### config.mk
export PLATFORM = sky130hd
export DESIGN_NAME = ohlc_bar_aggregator_unit
export DESIGN_NICKNAME = d
export VERILOG_FILES = /design/src/rtl/ohlc_pkg.sv /design/src/rtl/ohlc_merge.sv /design/src/rtl/ohlc_bar_aggregator_unit.sv
export SDC_FILE = /design/constraint.sdc
export NUM_CORES = 1
export LEC_CHECK = 0
export BUFFER_PORTS_ARGS = -buffer_cell sky130_fd_sc_hd__buf_2
export CAP_MARGIN = 20
export CORE_MARGIN = 1.5
export CORE_UTILIZATION = 51
export DETAILED_ROUTE_END_ITERATION = 16
export PLACE_DENSITY = 0.83
export SLEW_MARGIN = 20
export SYNTH_ARGS = -nofsm -noshare
export SYNTH_HDL_FRONTEND = slang
export SYNTH_SLANG_ARGS = --single-unit
export TNS_END_PERCENT = 100
### constraint.sdc
create_clock -name clk_i -period 11 [get_ports clk_i]
set_input_delay 1.1 -clock clk_i [delete_from_list [all_inputs] [get_ports clk_i]]
set_output_delay 1.1 -clock clk_i [all_outputs]
set_load 0.02 [all_outputs]
### src/rtl/ohlc_pkg.sv
// ----------------------------------------------------------------------------
// ohlc_pkg
// Shared constants and types for the OHLC bar aggregator.
// ----------------------------------------------------------------------------
package ohlc_pkg;

  // Group size register and fill counter widths
  localparam int unsigned GROUP_W   = 7;
  localparam int unsigned COUNT_W   = 6;
  localparam int unsigned GROUP_MAX = 64;

  // Common group settings
  localparam logic [GROUP_W-1:0] GROUP_DAILY   = 7'd1;
  localparam logic [GROUP_W-1:0] GROUP_WEEKLY  = 7'd5;
  localparam logic [GROUP_W-1:0] GROUP_MONTHLY = 7'd20;

  // Control flags the merge stage hands back to the top level
  typedef struct packed {
    logic emit;   // this candle closes a bar
    logic last;   // the bar also ends the series
  } merge_ctl_t;

endpackage

### src/rtl/ohlc_merge.sv
// ----------------------------------------------------------------------------
// ohlc_merge
// Merges one candle into the held bar and the series extremes (combinational).
// ----------------------------------------------------------------------------
module ohlc_merge #(
  parameter int unsigned PRICE_BITS = 32
) (
  // candle
  input  logic [PRICE_BITS-1:0]         price_open_i,
  input  logic [PRICE_BITS-1:0]         price_high_i,
  input  logic [PRICE_BITS-1:0]         price_low_i,
  input  logic                          series_end_i,
  // configuration
  input  logic [ohlc_pkg::GROUP_W-1:0]  group_size_i,
  // current state
  input  logic [ohlc_pkg::COUNT_W-1:0]  fill_count_i,
  input  logic [PRICE_BITS-1:0]         held_open_i,
  input  logic [PRICE_BITS-1:0]         held_high_i,
  input  logic [PRICE_BITS-1:0]         held_low_i,
  input  logic [PRICE_BITS-1:0]         series_max_i,
  input  logic [PRICE_BITS-1:0]         series_min_i,
  input  logic                          series_started_i,
  // merged values (bar contents before any clearing)
  output logic [ohlc_pkg::COUNT_W-1:0]  fill_count_o,
  output logic [PRICE_BITS-1:0]         held_open_o,
  output logic [PRICE_BITS-1:0]         held_high_o,
  output logic [PRICE_BITS-1:0]         held_low_o,
  output logic [PRICE_BITS-1:0]         series_max_o,
  output logic [PRICE_BITS-1:0]         series_min_o,
  output ohlc_pkg::merge_ctl_t          ctl_o
);

  logic [ohlc_pkg::GROUP_W-1:0] eff_group;
  logic [ohlc_pkg::GROUP_W-1:0] count;
  logic                         first;

  // zero acts as one, anything past the max saturates
  always_comb begin
    if (group_size_i == '0) begin
      eff_group = ohlc_pkg::GROUP_W'(1);
    end else if (group_size_i > ohlc_pkg::GROUP_W'(ohlc_pkg::GROUP_MAX)) begin
      eff_group = ohlc_pkg::GROUP_W'(ohlc_pkg::GROUP_MAX);
    end else begin
      eff_group = group_size_i;
    end
  end

  assign first = (fill_count_i == '0);
  assign count = {1'b0, fill_count_i} + ohlc_pkg::GROUP_W'(1);

  assign series_max_o = (price_high_i > series_max_i) ? price_high_i : series_max_i;
  assign series_min_o = (!series_started_i || price_low_i < series_min_i) ?
                        price_low_i : series_min_i;

  assign held_open_o = first ? price_open_i : held_open_i;
  assign held_high_o = (first || price_high_i > held_high_i) ? price_high_i : held_high_i;
  assign held_low_o  = (first || price_low_i < held_low_i) ? price_low_i : held_low_i;

  assign ctl_o.last   = series_end_i;
  assign ctl_o.emit   = series_end_i || (count >= eff_group);
  // only kept when no bar is emitted, so count stays below the group max
  assign fill_count_o = count[ohlc_pkg::COUNT_W-1:0];

endmodule

### src/rtl/ohlc_bar_aggregator_unit.sv
// ----------------------------------------------------------------------------
// ohlc_bar_aggregator_unit
// Resamples a stream of OHLC candles into bars of a configurable size.
// ----------------------------------------------------------------------------
// Candles (unsigned Q16.16 open/high/low/close plus a series_end mark) enter
// one transaction per cycle and are grouped into bars of group_size candles
// (1 daily, 5 weekly, 20 monthly; 0 acts as 1, above 64 saturates to 64).
// A bar carries the first open, the max high, the min low and the last close,
// and is emitted on the candle that fills the group or on a candle marked
// series_end, so a partial group closes at the end of a series. Each bar also
// carries the running series high (starting from zero) and low (starting from
// the first low); both clear after the final bar. Throughput is one candle
// per cycle while no bar is held back: a candle is captured in an input
// register, merged into the held bar by combinational compares, and a bar
// lands in the result register. The only back pressure is a bar that
// cannot leave because the result register is still occupied and stalled;
// candles that close no bar keep flowing. group_size must only be written
// while the unit is idle.
// ----------------------------------------------------------------------------
module ohlc_bar_aggregator_unit #(
  parameter int unsigned PRICE_BITS = 32
) (
  input  logic                          clk_i,
  input  logic                          rst_ni,
  // configuration
  input  logic                          cfg_wr_en_i,
  input  logic [ohlc_pkg::GROUP_W-1:0]  cfg_wr_data_i,
  // candle channel
  input  logic                          in_valid_i,
  output logic                          in_stall_o,
  input  logic [PRICE_BITS-1:0]         price_open_i,
  input  logic [PRICE_BITS-1:0]         price_high_i,
  input  logic [PRICE_BITS-1:0]         price_low_i,
  input  logic [PRICE_BITS-1:0]         price_close_i,
  input  logic                          series_end_i,
  // bar channel
  output logic                          out_valid_o,
  input  logic                          out_stall_i,
  output logic [PRICE_BITS-1:0]         bar_open_o,
  output logic [PRICE_BITS-1:0]         bar_high_o,
  output logic [PRICE_BITS-1:0]         bar_low_o,
  output logic [PRICE_BITS-1:0]         bar_close_o,
  output logic [PRICE_BITS-1:0]         overall_high_o,
  output logic [PRICE_BITS-1:0]         overall_low_o,
  output logic                          final_bar_o
);

  // configuration register
  logic [ohlc_pkg::GROUP_W-1:0] group_size_q;

  // input register
  logic                  in_vld_q;
  logic [PRICE_BITS-1:0] in_open_q, in_high_q, in_low_q, in_close_q;
  logic                  in_end_q;

  // aggregation state
  logic [ohlc_pkg::COUNT_W-1:0] fill_count_q, fill_count_d;
  logic [PRICE_BITS-1:0]        held_open_q, held_open_d;
  logic [PRICE_BITS-1:0]        held_high_q, held_high_d;
  logic [PRICE_BITS-1:0]        held_low_q, held_low_d;
  logic [PRICE_BITS-1:0]        series_max_q, series_max_d;
  logic [PRICE_BITS-1:0]        series_min_q, series_min_d;
  logic                         series_started_q;

  // result register
  logic                  out_vld_q;
  logic [PRICE_BITS-1:0] bar_open_q, bar_high_q, bar_low_q, bar_close_q;
  logic [PRICE_BITS-1:0] ovr_high_q, ovr_low_q;
  logic                  final_q;

  ohlc_pkg::merge_ctl_t ctl;
  logic in_accept;
  logic advance;
  logic out_accept;

  ohlc_merge #(
    .PRICE_BITS (PRICE_BITS)
  ) u_merge (
    .price_open_i     (in_open_q),
    .price_high_i     (in_high_q),
    .price_low_i      (in_low_q),
    .series_end_i     (in_end_q),
    .group_size_i     (group_size_q),
    .fill_count_i     (fill_count_q),
    .held_open_i      (held_open_q),
    .held_high_i      (held_high_q),
    .held_low_i       (held_low_q),
    .series_max_i     (series_max_q),
    .series_min_i     (series_min_q),
    .series_started_i (series_started_q),
    .fill_count_o     (fill_count_d),
    .held_open_o      (held_open_d),
    .held_high_o      (held_high_d),
    .held_low_o       (held_low_d),
    .series_max_o     (series_max_d),
    .series_min_o     (series_min_d),
    .ctl_o            (ctl)
  );

  // A held candle moves on unless it closes a bar and the result slot is
  // occupied and stalled.
  assign out_accept = out_vld_q && !out_stall_i;
  assign advance    = in_vld_q && (!ctl.emit || !out_vld_q || !out_stall_i);
  assign in_stall_o = in_vld_q && !advance;
  assign in_accept  = in_valid_i && !in_stall_o;

  // control: config, valids, aggregation state
  always_ff @(posedge clk_i or negedge rst_ni) begin
    if (!rst_ni) begin
      group_size_q     <= ohlc_pkg::GROUP_DAILY;
      in_vld_q         <= 1'b0;
      out_vld_q        <= 1'b0;
      fill_count_q     <= '0;
      held_open_q      <= '0;
      held_high_q      <= '0;
      held_low_q       <= '0;
      series_max_q     <= '0;
      series_min_q     <= '0;
      series_started_q <= 1'b0;
    end else begin
      if (cfg_wr_en_i) begin
        group_size_q <= cfg_wr_data_i;
      end

      if (in_accept) begin
        in_vld_q <= 1'b1;
      end else if (advance) begin
        in_vld_q <= 1'b0;
      end

      if (advance && ctl.emit) begin
        out_vld_q <= 1'b1;
      end else if (out_accept) begin
        out_vld_q <= 1'b0;
      end

      if (advance) begin
        if (ctl.emit) begin
          // bar closes; a fresh bar starts on the next candle
          fill_count_q <= '0;
          held_open_q  <= '0;
          held_high_q  <= '0;
          held_low_q   <= '0;
        end else begin
          fill_count_q <= fill_count_d;
          held_open_q  <= held_open_d;
          held_high_q  <= held_high_d;
          held_low_q   <= held_low_d;
        end
        if (ctl.last) begin
          // end of series: extremes restart with the next candle
          series_max_q     <= '0;
          series_min_q     <= '0;
          series_started_q <= 1'b0;
        end else begin
          series_max_q     <= series_max_d;
          series_min_q     <= series_min_d;
          series_started_q <= 1'b1;
        end
      end
    end
  end

  // payload registers
  always_ff @(posedge clk_i) begin
    if (in_accept) begin
      in_open_q  <= price_open_i;
      in_high_q  <= price_high_i;
      in_low_q   <= price_low_i;
      in_close_q <= price_close_i;
      in_end_q   <= series_end_i;
    end
    if (advance && ctl.emit) begin
      bar_open_q  <= held_open_d;
      bar_high_q  <= held_high_d;
      bar_low_q   <= held_low_d;
      bar_close_q <= in_close_q;
      ovr_high_q  <= series_max_d;
      ovr_low_q   <= series_min_d;
      final_q     <= ctl.last;
    end
  end

  assign out_valid_o    = out_vld_q;
  assign bar_open_o     = bar_open_q;
  assign bar_high_o     = bar_high_q;
  assign bar_low_o      = bar_low_q;
  assign bar_close_o    = bar_close_q;
  assign overall_high_o = ovr_high_q;
  assign overall_low_o  = ovr_low_q;
  assign final_bar_o    = final_q;

endmodule

==> results_tabular.tex, run 1 <==
\begin{tabular}{lr}
\hline
Metric & Value \\
\hline
\multicolumn{2}{l}{\textbf{Pwr}} \\
Leakage dissipation & 10.97 nW \\
Proportion of power drawn by combinational gates & 0.275 \\
Internal power consumption & 4.188 mW \\
Switching Power & about 1.9 mW \\
Share of power burned in registers & 0.436 \\
Net Sw Frac & 0.3125 \\
Maximum vdd ir drop & 0.1425 mV \\
Clock network power share & 0.288 \\
Power density over the cells & $\sim$240 nW/µm² \\
\multicolumn{2}{l}{\textbf{Place}} \\
Final Wtd Congestion & 0.8979 \\
Cell Count Post-Placement & approximately 2300 \\
Hpwl dp & around 32 mm \\
Number of port buffers & 335 \\
\multicolumn{2}{l}{\textbf{STA}} \\
Setup total negative slack & 0 ns \\
Actual slew at the worst max-slew pin & around 0.9 ns \\
Fmax & 203.1 MHz \\
Slew margin rel. & 0.3916 \\
Final worst path period share & 0.4476 \\
\# setup viols final & 0 \\
Number of failing hold endpoints at the final stage & 0 \\
Worst Clk Skew & 0.03490 ns \\
Post-route worst hold slack & 0.4006 ns \\
Minimum period implied by the final worst setup slack & $\sim$5 ns \\
Unrepaired setup endpoints after global routing & no \\
Max Slew Vio Count & 0 \\
\multicolumn{2}{l}{\textbf{Worst setup path}} \\
Peak per-stage delay on the critical path & about 0.77 ns \\
Worst Path Required & $\sim$11 ns \\
Kind of cell adding the most delay to the critical path & buffers and inverters \\
Element type at the critical path start & register \\
Critical path startpoint & fill\_count\_q[0] \\
Top fanout value on the critical path & 63 \\
Library cell appearing most often on the critical path & sky130\_fd\_sc\_hd\_\_buf\_4 \\
Arrival time reported for the critical path endpoint & 5.12 ns \\
Launch instance of the worst register-to-register path & fill\_count\_q[0] \\
Ordered list of cells on the worst path & ha\_1 -> nand3\_1 -> xnor2\_1 -> ha\_1 -> a21oi\_1 -> o211ai\_1 -> a21oi\_1 -> o21ai\_4 -> buf\_4 -> nor2\_4 -> buf\_4 -> buf\_4 \\
Worst Setup Path Type & register to register \\
Slowest cell on the critical path & sky130\_fd\_sc\_hd\_\_buf\_4 \\
Buffers plus inverters on the worst setup path & 3 \\
Type of element capturing the critical path & register \\
\multicolumn{2}{l}{\textbf{Synth}} \\
Post-synth EDFFs & 322 \\
Post-synthesis xor/xnor area fraction & 0.001622 \\
Total standard cell area after synthesis & $\sim$22000 µm² \\
Largest family of logic cells by synthesized area & compound AO/OA/AOI/OAI gates \\
Post-synthesis average cell area & 14.92 µm² \\
Post-synth top flop & sky130\_fd\_sc\_hd\_\_edfxtp\_1 \\
Synth Register Bits & 498 \\
Simple-gate portion of the synthesized area & 0.03743 \\
Library cell occupying the most area in the post-synthesis netlist & sky130\_fd\_sc\_hd\_\_edfxtp\_1 \\
Proportion of synthesized area in mux cells & 0.09020 \\
Area share of fa/ha/maj cells after synthesis & 0.07821 \\
Number of cells produced by synthesis & between 1000 and 1500 \\
Async S/R FF share, synth & 0.3534 \\
Top area cells in the synthesized netlist & sky130\_fd\_sc\_hd\_\_edfxtp\_1 45\%, sky130\_fd\_sc\_hd\_\_dfrtp\_1 20\%, sky130\_fd\_sc\_hd\_\_ha\_1 7.8\% \\
Synthesis Warnings & 0 \\
Proportion of synthesized chip area in sequential cells & 0.6517 \\
Synthesized Nets & 1724 \\
Synth Area in Compound Gates & 0.1036 \\
Area share of the largest cell type after synthesis & 0.4477 \\
Unique cell type count in the Yosys netlist & 57 \\
\multicolumn{2}{l}{\textbf{Detailed routing}} \\
Count of routing violations after the opening detailed-route iteration & roughly 970 \\
Post-detailed-route via-to-cell ratio & about 5.7 \\
DRC violation count after routing & 0 \\
Length of the first detailed-routing pass in iterations & 7 \\
Final ANT Viol Nets & 0 \\
Total vias in the final route & 13646 \\
Total Wirelength & 49.55 mm \\
WL/cell & 20.74 µm \\
\multicolumn{2}{l}{\textbf{GRT}} \\
Via count of the first global-routing pass & 14068 \\
Largest net degree at the start of global routing & 116 \\
Global Route Usage Sum & 0.2265 \\
Overflow left after global routing & 0 \\
First-pass GRT wire length & 77.57 mm \\
Antenna violations before repair & 10 \\
\multicolumn{2}{l}{\textbf{Hold path}} \\
Class of the tightest hold or removal check & primary input to async pin \\
\multicolumn{2}{l}{\textbf{Clocking}} \\
Count of instances resized after the clock tree is built & 0 \\
Number of clock buffers inserted by TritonCTS & 52 \\
Master cell of the clock root buffer & sky130\_fd\_sc\_hd\_\_clkbuf\_16 \\
Number of buffers inserted by post-CTS setup repair & 0 \\
Count of H-tree levels built during CTS & 2 \\
Clock latency reported for the late side of the worst-skew pair & 0.60 ns \\
Number of buffers on the longest clock path & 3 \\
Hold\_buf cts & 0 \\
Number of clock sinks & 498 \\
Post-CTS clock slew at the launch and capture registers of the worst setup and hold paths & 0.06 ns \\
Clock tree from TritonCTS & yes \\
\multicolumn{2}{l}{\textbf{Floorplanning}} \\
Die Y & between 200 and 250 µm \\
Area of the core & 41850 µm² \\
Boundary pin count & 336 \\
Die Footprint & between 40000 and 50000 µm² \\
Die boundary width & 208.8 µm \\
FP Rows & 75 \\
Initial core utilization & 0.5160 \\
\multicolumn{2}{l}{\textbf{Job}} \\
Max-cap violations & 0 \\
\multicolumn{2}{l}{\textbf{Final layout}} \\
Total number of nets in the final design & 2076 \\
Syn-to-layout area delta & 18.90\% \\
Proportion of layout cells with a drive suffix above 1 & 0.3337 \\
Final std cells w/o fill & 2389 \\
Number of fill cells & roughly 3100 \\
\multicolumn{2}{l}{\textbf{Outcome}} \\
Status & finished, final reports clean \\
\hline
\end{tabular}
==> layout make-up <==
cell class | instances | area, µm² | share of cell area
diodes | 7 | 17.52 | 0.0006822
clock buffers | 71 | 1423 | 0.05540
clock inverters | 26 | 285.3 | 0.01111
inverters | 138 | 518.0 | 0.02017
multi-input cells | 754 | 6803 | 0.2649
flip-flops and latches | 498 | 14070 | 0.5481
well taps | 539 | 674.4 | 0.02626
repair buffers | 356 | 1883 | 0.07333
==> worst paths after layout <==
| check | slack [ns] | end | depth (start not counted) |
|---|---|---|---|
| min in group clk_i | 0.41 | bar_close_o[10] | 0 |
| worst max-delay path | 6.08 | bar_open_o[15] | 12 |
| worst min register to register | 0.41 | bar_close_o[10] | 0 |
| worst max register to register | 6.08 | bar_open_o[15] | 12 |
| worst min-delay path | 0.40 | held_low_q[18] | 1 |
| max in group asynchronous | 9.40 | held_open_q[22] | 2 |
==> cells in the final DEF (no fill, tap or decap), types with 5 or more instances in the layout <==
| master | n |
|---|---|
| sky130_fd_sc_hd__a21oi_1 | 50 |
| sky130_fd_sc_hd__clkbuf_1 | 14 |
| sky130_fd_sc_hd__nand2b_1 | 5 |
| sky130_fd_sc_hd__dfrtp_1 | 175 |
| sky130_fd_sc_hd__o31ai_1 | 32 |
| sky130_fd_sc_hd__buf_2 | 334 |
| sky130_fd_sc_hd__buf_4 | 19 |
| sky130_fd_sc_hd__nand3_1 | 41 |
| sky130_fd_sc_hd__edfxtp_1 | 322 |
| sky130_fd_sc_hd__clkinv_2 | 9 |
| sky130_fd_sc_hd__a21o_1 | 22 |
| sky130_fd_sc_hd__nand4_1 | 22 |
| sky130_fd_sc_hd__mux2_2 | 134 |
| sky130_fd_sc_hd__nor3_1 | 7 |
| sky130_fd_sc_hd__ha_1 | 135 |
| sky130_fd_sc_hd__o21ai_0 | 24 |
| sky130_fd_sc_hd__a22o_1 | 133 |
| sky130_fd_sc_hd__inv_1 | 138 |
| sky130_fd_sc_hd__o211ai_1 | 6 |
| sky130_fd_sc_hd__clkbuf_16 | 52 |
| sky130_fd_sc_hd__bufinv_16 | 5 |
| sky130_fd_sc_hd__clkbuf_8 | 6 |
| sky130_fd_sc_hd__mux2_4 | 27 |
| sky130_fd_sc_hd__nand2_1 | 43 |
| sky130_fd_sc_hd__nor2_1 | 12 |
| sky130_fd_sc_hd__diode_2 | 7 |
==> sequential cells by signal (all words and copies together) (netlist names), 7 cells and up <==
register / count
in_open_q: 32
bar_open_o: 32
bar_high_o: 32
series_min_q: 32
held_low_q: 32
overall_high_o: 32
overall_low_o: 32
series_max_q: 32
held_high_q: 32
bar_low_o: 32
bar_close_o: 32
in_low_q: 32
held_open_q: 32
group_size_q: 7
in_high_q: 32
in_close_q: 32
==> per-layer routing <==
layer / track usage / vias to the layer above / wire, µm
met5: 0 / - / 41
met3: 0.04178 / 106 / 3071
met1: 0.3037 / 6817 / 20870
met4: 0.09070 / 6 / 1403
li1: - / 6208 / -
met2: 0.3671 / 509 / 24160
==> power by group through the flow <==
| stage | combinational (mW) | sequential, mW | clock (mW) |
|---|---|---|---|
| finish | 1.68 | 2.66 | 1.76 |
| CTS | 1.68 | 2.66 | 1.79 |
| detailed placement | 1.67 | 2.68 | 0 |
| global route | 1.82 | 2.70 | 1.86 |
| floorplan | 1.02 | 2.84 | 0 |
| global placement | 1.61 | 2.67 | 0 |
==> metrics by stage <==
stage	total power [mW]	area (µm²)	setup WS, ns	util
final	6.092	25680	6.076	0.6135
after global routing	6.374	25680	5.699	0.6135
after CTS	6.127	25610	6.013	0.6118
after detailed placement	4.347	23900	6.043	0.5710
after global placement	4.283	23900	6.125	0.5710
after floorplan	3.867	21600	0.04662	-
==> cells by family (layout without fill, tap and decap cells) <==
logic type	count (synthesis)	count (layout)
buffers and inverters	196	591
and+or+nand+nor	155	155
adders and majority gates	135	135
xor gates and xnor gates	4	4
AOI/OAI and AO/OA	296	296
other	0	7
muxes	164	164
DFF	498	498
==> cell usage after synthesis (4+ instances only) <==
cell type and n:
sky130_fd_sc_hd__nand4_1 22, sky130_fd_sc_hd__o21ai_0 24, sky130_fd_sc_hd__dfrtp_1 175, sky130_fd_sc_hd__ha_1 135, sky130_fd_sc_hd__buf_2 14, sky130_fd_sc_hd__o211ai_1 6, sky130_fd_sc_hd__nand2b_1 5, sky130_fd_sc_hd__mux2_2 134
sky130_fd_sc_hd__nand2_1 43, sky130_fd_sc_hd__edfxtp_1 322, sky130_fd_sc_hd__nand3_1 41, sky130_fd_sc_hd__buf_1 4, sky130_fd_sc_hd__a21oi_1 52, sky130_fd_sc_hd__a22o_1 133, sky130_fd_sc_hd__clkbuf_1 36, sky130_fd_sc_hd__mux2_4 27
sky130_fd_sc_hd__o31ai_1 32, sky130_fd_sc_hd__nor2_1 14, sky130_fd_sc_hd__a21o_1 22, sky130_fd_sc_hd__inv_1 138, sky130_fd_sc_hd__or3_1 4, sky130_fd_sc_hd__nor3_1 8
==> worst register-to-register path: stages (launching register included) <==
cell                       delay, ns
sky130_fd_sc_hd__dfrtp_1        0.43
sky130_fd_sc_hd__ha_1           0.24
sky130_fd_sc_hd__nand3_1        0.11
sky130_fd_sc_hd__xnor2_1        0.25
sky130_fd_sc_hd__ha_1           0.30
sky130_fd_sc_hd__a21oi_1        0.16
sky130_fd_sc_hd__o211ai_1       0.09
sky130_fd_sc_hd__a21oi_1        0.37
sky130_fd_sc_hd__o21ai_4        0.06
sky130_fd_sc_hd__buf_4          0.30
sky130_fd_sc_hd__nor2_4         0.65
sky130_fd_sc_hd__buf_4          0.64
sky130_fd_sc_hd__buf_4          0.81
No activity file was read; power rests on OpenSTA's default activity.
==> inputs of run 2 (changes only) <==
- ABC_AREA: default -> 1
- CORE_UTILIZATION: 51 -> 52
- PLACE_DENSITY: 0.83 -> 0.84
- clock period: 11 -> 4 ns (I/O delays scaled with it)
==> results_tabular.tex, run 2 <==
\begin{tabular}{lr}
\hline
Metric & Value \\
\hline
\multicolumn{2}{l}{\textbf{Final layout}} \\
Multi-input combinational cell area & roughly 7400 µm² \\
Most common cell after layout, fill and taps aside & sky130\_fd\_sc\_hd\_\_nand2\_1 \\
Final std cells w/o fill & 3293 \\
Syn-to-layout area delta & 23.77\% \\
Number of fill cells & 3140 \\
Register area & roughly 14000 µm² \\
Total number of nets in the final design & $\sim$3000 \\
Proportion of layout cells with a drive suffix above 1 & 0.1837 \\
Final design instance area without fill & 28350 µm² \\
Most frequent cells in the layout & 529 x sky130\_fd\_sc\_hd\_\_nand2\_1, 334 x sky130\_fd\_sc\_hd\_\_buf\_2, 322 x sky130\_fd\_sc\_hd\_\_edfxtp\_1, 269 x sky130\_fd\_sc\_hd\_\_nand3\_1, 263 x sky130\_fd\_sc\_hd\_\_inv\_1 \\
\multicolumn{2}{l}{\textbf{Worst setup path}} \\
Launch instance of the worst register-to-register path & group\_size\_q[3] \\
Worst Setup Path Type & register to register \\
Slack of the worst reg-to-reg path & between 0.7 and 0.8 ns \\
Element type at the critical path start & register \\
End point of the critical path & bar\_close\_o[30] \\
Top fanout value on the critical path & 23 \\
Terminus of the critical flop-to-flop path & bar\_close\_o[30] \\
Depth of the most critical reg-to-reg path & 16 \\
Arrival time reported for the critical path endpoint & roughly 3.6 ns \\
Critical path startpoint & group\_size\_q[3] \\
Worst Path Required & between 4 and 5 ns \\
Type of element capturing the critical path & register \\
\multicolumn{2}{l}{\textbf{Synth}} \\
Post-synth EDFFs & roughly 320 \\
Unique cell type count in the Yosys netlist & 39 \\
Post-synthesis average cell area & 10.41 µm² \\
Area share of the largest cell type after synthesis & 0.4221 \\
Top area cells in the synthesized netlist & sky130\_fd\_sc\_hd\_\_edfxtp\_1 42\%, sky130\_fd\_sc\_hd\_\_dfrtp\_1 19\%, sky130\_fd\_sc\_hd\_\_nand2\_1 8.7\% \\
Number of cells produced by synthesis & 2200 \\
Async S/R FF share, synth & 0.3534 \\
Proportion of synthesized chip area in sequential cells & 0.6145 \\
Total standard cell area after synthesis & 22910 µm² \\
Synth Register Bits & between 400 and 500 \\
Library cell with the highest instance count after synthesis & sky130\_fd\_sc\_hd\_\_nand2\_1 \\
Most frequent cells after synthesis & 531 x sky130\_fd\_sc\_hd\_\_nand2\_1, 322 x sky130\_fd\_sc\_hd\_\_edfxtp\_1, 270 x sky130\_fd\_sc\_hd\_\_nand3\_1, 265 x sky130\_fd\_sc\_hd\_\_inv\_1, 175 x sky130\_fd\_sc\_hd\_\_dfrtp\_1 \\
Post-synth top flop & sky130\_fd\_sc\_hd\_\_edfxtp\_1 \\
Synthesis Warnings & 0 \\
Library cell occupying the most area in the post-synthesis netlist & sky130\_fd\_sc\_hd\_\_edfxtp\_1 \\
Synthesized Nets & 2476 \\
\multicolumn{2}{l}{\textbf{STA}} \\
Slew margin rel. & 0.2753 \\
Unrepaired setup endpoints after global routing & no \\
Max Slew Vio Count & 0 \\
Actual slew at the worst max-slew pin & roughly 1.1 ns \\
Fmax & 305.7 MHz \\
Final worst path period share & 0.8179 \\
Worst Clk Skew & 0.01503 ns \\
Number of failing hold endpoints at the final stage & 0 \\
\# setup viols final & 0 \\
Minimum period implied by the final worst setup slack & about 3.3 ns \\
\multicolumn{2}{l}{\textbf{Pwr}} \\
Share of power burned in registers & 0.377 \\
Power density over the cells & 765.8 nW/µm² \\
Switching Power & 8.521 mW \\
Proportion of power drawn by combinational gates & 0.390 \\
Internal power consumption & 13.19 mW \\
Maximum vdd ir drop & 0.4656 mV \\
PnR Total Power & 21.71 mW \\
Leakage dissipation & roughly 13 nW \\
Net Sw Frac & 0.3925 \\
Clock network power share & 0.233 \\
\multicolumn{2}{l}{\textbf{GRT}} \\
First-pass GRT wire length & 93.12 mm \\
Antenna violations before repair & 2 \\
Global Route Usage Sum & 0.2632 \\
Largest net degree at the start of global routing & 108 \\
Via count of the first global-routing pass & 18209 \\
Overflow left after global routing & 0 \\
\multicolumn{2}{l}{\textbf{Detailed routing}} \\
Total vias in the final route & $\sim$18000 \\
Count of routing violations after the opening detailed-route iteration & 1366 \\
Final ANT Viol Nets & 0 \\
Post-detailed-route via-to-cell ratio & between 5 and 6 \\
DRC violation count after routing & 0 \\
Total Wirelength & a little under 60 mm \\
WL/cell & 17.99 µm \\
Length of the first detailed-routing pass in iterations & 6 \\
\multicolumn{2}{l}{\textbf{Clocking}} \\
Number of clock sinks & $\sim$500 \\
Number of buffers on the longest clock path & 3 \\
Count of H-tree levels built during CTS & 2 \\
Clock tree from TritonCTS & yes \\
Clock latency reported for the late side of the worst-skew pair & 0.60 ns \\
Post-CTS clock slew at the launch and capture registers of the worst setup and hold paths & 0.06 ns \\
Number of clock buffers inserted by TritonCTS & 51 \\
Master cell of the clock root buffer & sky130\_fd\_sc\_hd\_\_clkbuf\_16 \\
Hold\_buf cts & 129 \\
Number of buffers inserted by post-CTS setup repair & 0 \\
Count of instances resized after the clock tree is built & 0 \\
\multicolumn{2}{l}{\textbf{Outcome}} \\
Status & finished, final reports clean \\
\multicolumn{2}{l}{\textbf{Floorplanning}} \\
Die Footprint & roughly 45000 µm² \\
Die Y & roughly 210 µm \\
FP Rows & 76 \\
Initial core utilization & 0.5294 \\
Die boundary width & 212.9 µm \\
Boundary pin count & between 300 and 400 \\
Area of the core & 43270 µm² \\
\multicolumn{2}{l}{\textbf{Hold path}} \\
Class of the tightest hold or removal check & primary input to register \\
\multicolumn{2}{l}{\textbf{Place}} \\
Total cell area at the placement stage & roughly 25000 µm² \\
Hpwl dp & 37.12 mm \\
Cell Count Post-Placement & just over 3000 \\
Final Wtd Congestion & 0.8645 \\
Number of port buffers & 335 \\
\multicolumn{2}{l}{\textbf{Job}} \\
Max-cap violations & 0 \\
\hline
\end{tabular}
run 2: cell types whose count changed in the layout (fill, tap and decap cells not counted), moves of 128 or more:
| cell | previous run | this run |
|---|---|---|
| sky130_fd_sc_hd__a22o_1 | 133 | 1 |
| sky130_fd_sc_hd__and2_1 | 0 | 128 |
| sky130_fd_sc_hd__dlygate4sd3_1 | 0 | 129 |
| sky130_fd_sc_hd__mux2_2 | 134 | 4 |
| sky130_fd_sc_hd__nand2_1 | 43 | 529 |
| sky130_fd_sc_hd__nand3_1 | 41 | 269 |
run 2: layout make-up:
class / instances / share of cell area
repair buffers: 491 / 0.1165
multi-input cells: 1355 / 0.2620
diodes: 2 / 0.0001765
inverters: 266 / 0.03548
clock inverters: 35 / 0.01584
clock buffers: 61 / 0.04775
well taps: 585 / 0.02582
flip-flops and latches: 498 / 0.4965
run 2: worst min path at each step:
stage / endpoint / slack, ns / startpoint / depth (start not counted)
floorplan: fill_count_q[0] / 0.10 / rst_ni / 0
detailed placement: bar_close_o[3] / 0.41 / in_close_q[3] / 0
finish: in_high_q[31] / 0.04 / price_high_i[31] / 1
CTS: in_high_q[31] / 0.002 / price_high_i[31] / 1
global placement: bar_close_o[8] / 0.40 / in_close_q[8] / 0
global route: in_high_q[31] / 0.002 / price_high_i[31] / 1
run 2: stage by stage:
stage	util	worst slack, ns	hold WS, ns	setup TNS, ns
after floorplan	-	-1.278	0.1044	-260.03
after global placement	0.5836	0.8473	0.4014	0
after detailed placement	0.5836	0.7431	0.4054	0
after CTS	0.6551	0.6925	0.001681	0
after global routing	0.6552	0.5101	0.001712	0
final	0.6552	0.7283	0.03533	0
run 2: cell families (layout without fill, tap and decap cells):
kind of cell | after synthesis | in the layout | synth area share
AND/OR/NAND/NOR | 1048 | 1048 | 0.2085
adder cells (fa/ha/maj) | 135 | 135 | 0.07374
AO/OA/AOI/OAI | 164 | 164 | 0.03698
flip-flops | 498 | 498 | 0.6145
multiplexers | 4 | 4 | 0.001966
XOR/XNOR | 4 | 4 | 0.001529
other | 0 | 2 | 0
buffers and inverters | 347 | 853 | 0.06282
run 2: worst max-delay path: stages, from the launching register on:
cell,delay (ns)
sky130_fd_sc_hd__dfrtp_1,0.39
sky130_fd_sc_hd__nor4_1,0.29
sky130_fd_sc_hd__nand3_1,0.13
sky130_fd_sc_hd__nand2_1,0.12
sky130_fd_sc_hd__nand2_1,0.09
sky130_fd_sc_hd__ha_1,0.30
sky130_fd_sc_hd__nand2_1,0.06
sky130_fd_sc_hd__nor2_1,0.08
sky130_fd_sc_hd__nand4_1,0.12
sky130_fd_sc_hd__nand4_2,0.21
sky130_fd_sc_hd__nand3_2,0.12
sky130_fd_sc_hd__nand2_4,0.10
sky130_fd_sc_hd__inv_2,0.05
sky130_fd_sc_hd__nand2_4,0.07
sky130_fd_sc_hd__clkinvlp_4,0.37
sky130_fd_sc_hd__buf_12,0.32
sky130_fd_sc_hd__buf_12,0.18
run 2: power by group through the flow:
stage	Combinational, mW	Sequential [mW]	Clock, mW
final	8.46	8.19	5.06
after global routing	9.40	8.32	5.33
after CTS	8.36	8.17	5.13
after detailed placement	8.19	8.24	0
after global placement	7.83	8.19	0
after floorplan	5.09	8.86	0
run 2: layer usage:
layer  global-route usage  up-vias  wire length, µm
li1                     -     8217                -
met1               0.3273     8491            23440
met2               0.4515      842            29260
met3              0.04015      166             4218
met4               0.1245        0             2342
met5                    0        -                0
==> inputs of run 3 (changes only) <==
- CORE_UTILIZATION: 52 -> 58
- PLACE_DENSITY: 0.84 -> 0.88
- clock period: 4 -> 3.2 ns (I/O delays scaled with it)
==> results_tabular.tex, run 3 (same netlist as run 2, synthesis figures left out) <==
\begin{tabular}{lr}
\hline
Metric & Value \\
\hline
\multicolumn{2}{l}{\textbf{Worst setup path}} \\
Slack of the worst reg-to-reg path & $\sim$0.076 ns \\
Worst Path Required & 3.42 ns \\
Peak per-stage delay on the critical path & 0.41 ns \\
Type of element capturing the critical path & register \\
Launch instance of the worst register-to-register path & group\_size\_q[3] \\
Arrival time reported for the critical path endpoint & 3.35 ns \\
Slowest cell on the critical path & sky130\_fd\_sc\_hd\_\_buf\_16 \\
Top fanout value on the critical path & 97 \\
Terminus of the critical flop-to-flop path & in\_open\_q[2] \\
Ordered list of cells on the worst path & nor4\_1 -> nand3\_1 -> buf\_4 -> a21oi\_1 -> ha\_1 -> nand2\_1 -> nor2\_1 -> nand4\_1 -> nand4\_4 -> nand4\_1 -> buf\_4 -> nand2\_2 -> clkinvlp\_4 -> buf\_16 \\
Element type at the critical path start & register \\
Critical path startpoint & group\_size\_q[3] \\
Worst Setup Path Type & register to register \\
End point of the critical path & in\_open\_q[2] \\
Depth of the most critical reg-to-reg path & 14 \\
\multicolumn{2}{l}{\textbf{STA}} \\
Fmax & approximately 320 MHz \\
Minimum setup slack in the final design & 0.07566 ns \\
Setup total negative slack & 0 ns \\
Unrepaired setup endpoints after global routing & yes \\
Final worst path period share & 0.9764 \\
Number of failing hold endpoints at the final stage & 0 \\
\# setup viols final & 0 \\
Worst Clk Skew & 0.02163 ns \\
Max Slew Vio Count & 0 \\
Post-route worst hold slack & between 0.04 and 0.05 ns \\
Minimum period implied by the final worst setup slack & between 3 and 4 ns \\
Slew margin rel. & 0.4867 \\
Actual slew at the worst max-slew pin & 0.7699 ns \\
\multicolumn{2}{l}{\textbf{Clocking}} \\
Clock tree from TritonCTS & yes \\
Post-CTS clock slew at the launch and capture registers of the worst setup and hold paths & 0.06 ns \\
Clock latency reported for the late side of the worst-skew pair & 0.60 ns \\
Number of clock buffers inserted by TritonCTS & 50 \\
Number of buffers on the longest clock path & 3 \\
Number of clock sinks & 498 \\
Count of H-tree levels built during CTS & 2 \\
Master cell of the clock root buffer & sky130\_fd\_sc\_hd\_\_clkbuf\_16 \\
\multicolumn{2}{l}{\textbf{Final layout}} \\
Multi-input combinational cell area & 7471 µm² \\
Total number of nets in the final design & 2958 \\
Final design instance area without fill & 28470 µm² \\
Number of fill cells & 2509 \\
Syn-to-layout area delta & 24.28\% \\
Most frequent cells in the layout & 527 x sky130\_fd\_sc\_hd\_\_nand2\_1, 333 x sky130\_fd\_sc\_hd\_\_buf\_2, 322 x sky130\_fd\_sc\_hd\_\_edfxtp\_1, 269 x sky130\_fd\_sc\_hd\_\_nand3\_1, 263 x sky130\_fd\_sc\_hd\_\_inv\_1 \\
Core occupancy in the finished layout & 0.7331 \\
Final std cells w/o fill & between 3000 and 4000 \\
Most common cell after layout, fill and taps aside & sky130\_fd\_sc\_hd\_\_nand2\_1 \\
Proportion of layout cells with a drive suffix above 1 & 0.1876 \\
Register area & 14080 µm² \\
\multicolumn{2}{l}{\textbf{Pwr}} \\
Internal power consumption & 16.57 mW \\
PnR Total Power & roughly 27 mW \\
Clock network power share & 0.227 \\
Power density over the cells & 961.8 nW/µm² \\
Leakage dissipation & 13.05 nW \\
Share of power burned in registers & 0.372 \\
Switching Power & 10.81 mW \\
Net Sw Frac & 0.3948 \\
Maximum vdd ir drop & 0.7924 mV \\
Proportion of power drawn by combinational gates & 0.402 \\
\multicolumn{2}{l}{\textbf{Floorplanning}} \\
Boundary pin count & $\sim$340 \\
Die Y & 201.7 µm \\
Initial core utilization & 0.5899 \\
FP Rows & 72 \\
Die Footprint & 40690 µm² \\
Area of the core & 38830 µm² \\
Die boundary width & 201.7 µm \\
\multicolumn{2}{l}{\textbf{Detailed routing}} \\
Length of the first detailed-routing pass in iterations & 6 \\
Total vias in the final route & 17977 \\
WL/cell & 18.55 µm \\
Final ANT Viol Nets & 0 \\
Post-detailed-route via-to-cell ratio & 5.535 \\
DRC violation count after routing & 0 \\
Total Wirelength & 60.24 mm \\
Count of routing violations after the opening detailed-route iteration & 1403 \\
\multicolumn{2}{l}{\textbf{GRT}} \\
Global Route Usage Sum & 0.3002 \\
Largest net degree at the start of global routing & about 120 \\
Via count of the first global-routing pass & roughly 18000 \\
First-pass GRT wire length & 95.43 mm \\
Antenna violations before repair & 5 \\
Overflow left after global routing & 0 \\
\multicolumn{2}{l}{\textbf{Place}} \\
Cell Count Post-Placement & 3005 \\
Hpwl dp & 36.87 mm \\
Final Wtd Congestion & about 0.9 \\
Total cell area at the placement stage & 25220 µm² \\
Number of port buffers & 335 \\
Setup Slack @ Placement & slightly above 0.09 ns \\
\multicolumn{2}{l}{\textbf{Job}} \\
Max-cap violations & 0 \\
\multicolumn{2}{l}{\textbf{Outcome}} \\
Status & finished, final reports clean \\
\multicolumn{2}{l}{\textbf{Hold path}} \\
Class of the tightest hold or removal check & primary input to register \\
\hline
\end{tabular}
==> run 3: layout make-up <==
class	count	area share
Inverter	266	0.03534
Antenna cell	6	0.0005274
Clock buffer	64	0.04835
Timing Repair Buffer	511	0.1232
Clock inverter	30	0.01288
Tap cell	518	0.02277
Multi-Input combinational cell	1355	0.2624
Sequential cell	498	0.4945
==> run 3: routing by layer <==
metal / global-route usage / share of wire / up-vias
met1: 0.3720 / 0.37 / 8511
met5: 0 / 0 / -
li1: - / - / 8260
met3: 0.05151 / 0.087 / 199
met4: 0.1490 / 0.046 / 0
met2: 0.5105 / 0.50 / 1007
==> run 3: power groups by stage <==
stage / Clock, mW / Combinational [mW] / Sequential, mW
after CTS: 6.25 / 10.7 / 10.1
after global placement: 0 / 10.1 / 10.1
after global routing: 6.53 / 12.1 / 10.4
after floorplan: 0 / 6.36 / 11.1
after detailed placement: 0 / 10.5 / 10.2
final: 6.20 / 11.0 / 10.2
==> run 3: worst min path at each step <==
stage | startpoint | end | slack (ns) | depth (start not counted)
finish | cfg_wr_en_i | group_size_q[0] | 0.04 | 2
global route | cfg_wr_en_i | group_size_q[0] | 0.05 | 2
CTS | cfg_wr_en_i | group_size_q[0] | 0.01 | 2
detailed placement | in_close_q[25] | bar_close_o[25] | 0.40 | 0
global placement | in_close_q[29] | bar_close_o[29] | 0.40 | 0
floorplan | rst_ni | fill_count_q[0] | 0.02 | 0
==> run 3: timing repair <==
| action | CTS | global route |
|---|---|---|
| gates resized for setup | 1 | 13 |
| pin swaps | 1 | 4 |
| hold buffers | 139 | 0 |
| setup buffers | 0 | 4 |
| hold endpoints to repair | 207 | 0 |
| setup endpoints to repair | 1 | 177 |
==> run 3: worst max-delay path, delay by kind of cell (launching register included) <==
kind | cells | cell delay, ns
flip-flops | 1 | 0.40
AO/OA/AOI/OAI | 1 | 0.12
adder cells (fa/ha/maj) | 1 | 0.24
AND/OR/NAND/NOR | 8 | 1.07
buffers and inverters | 4 | 0.81
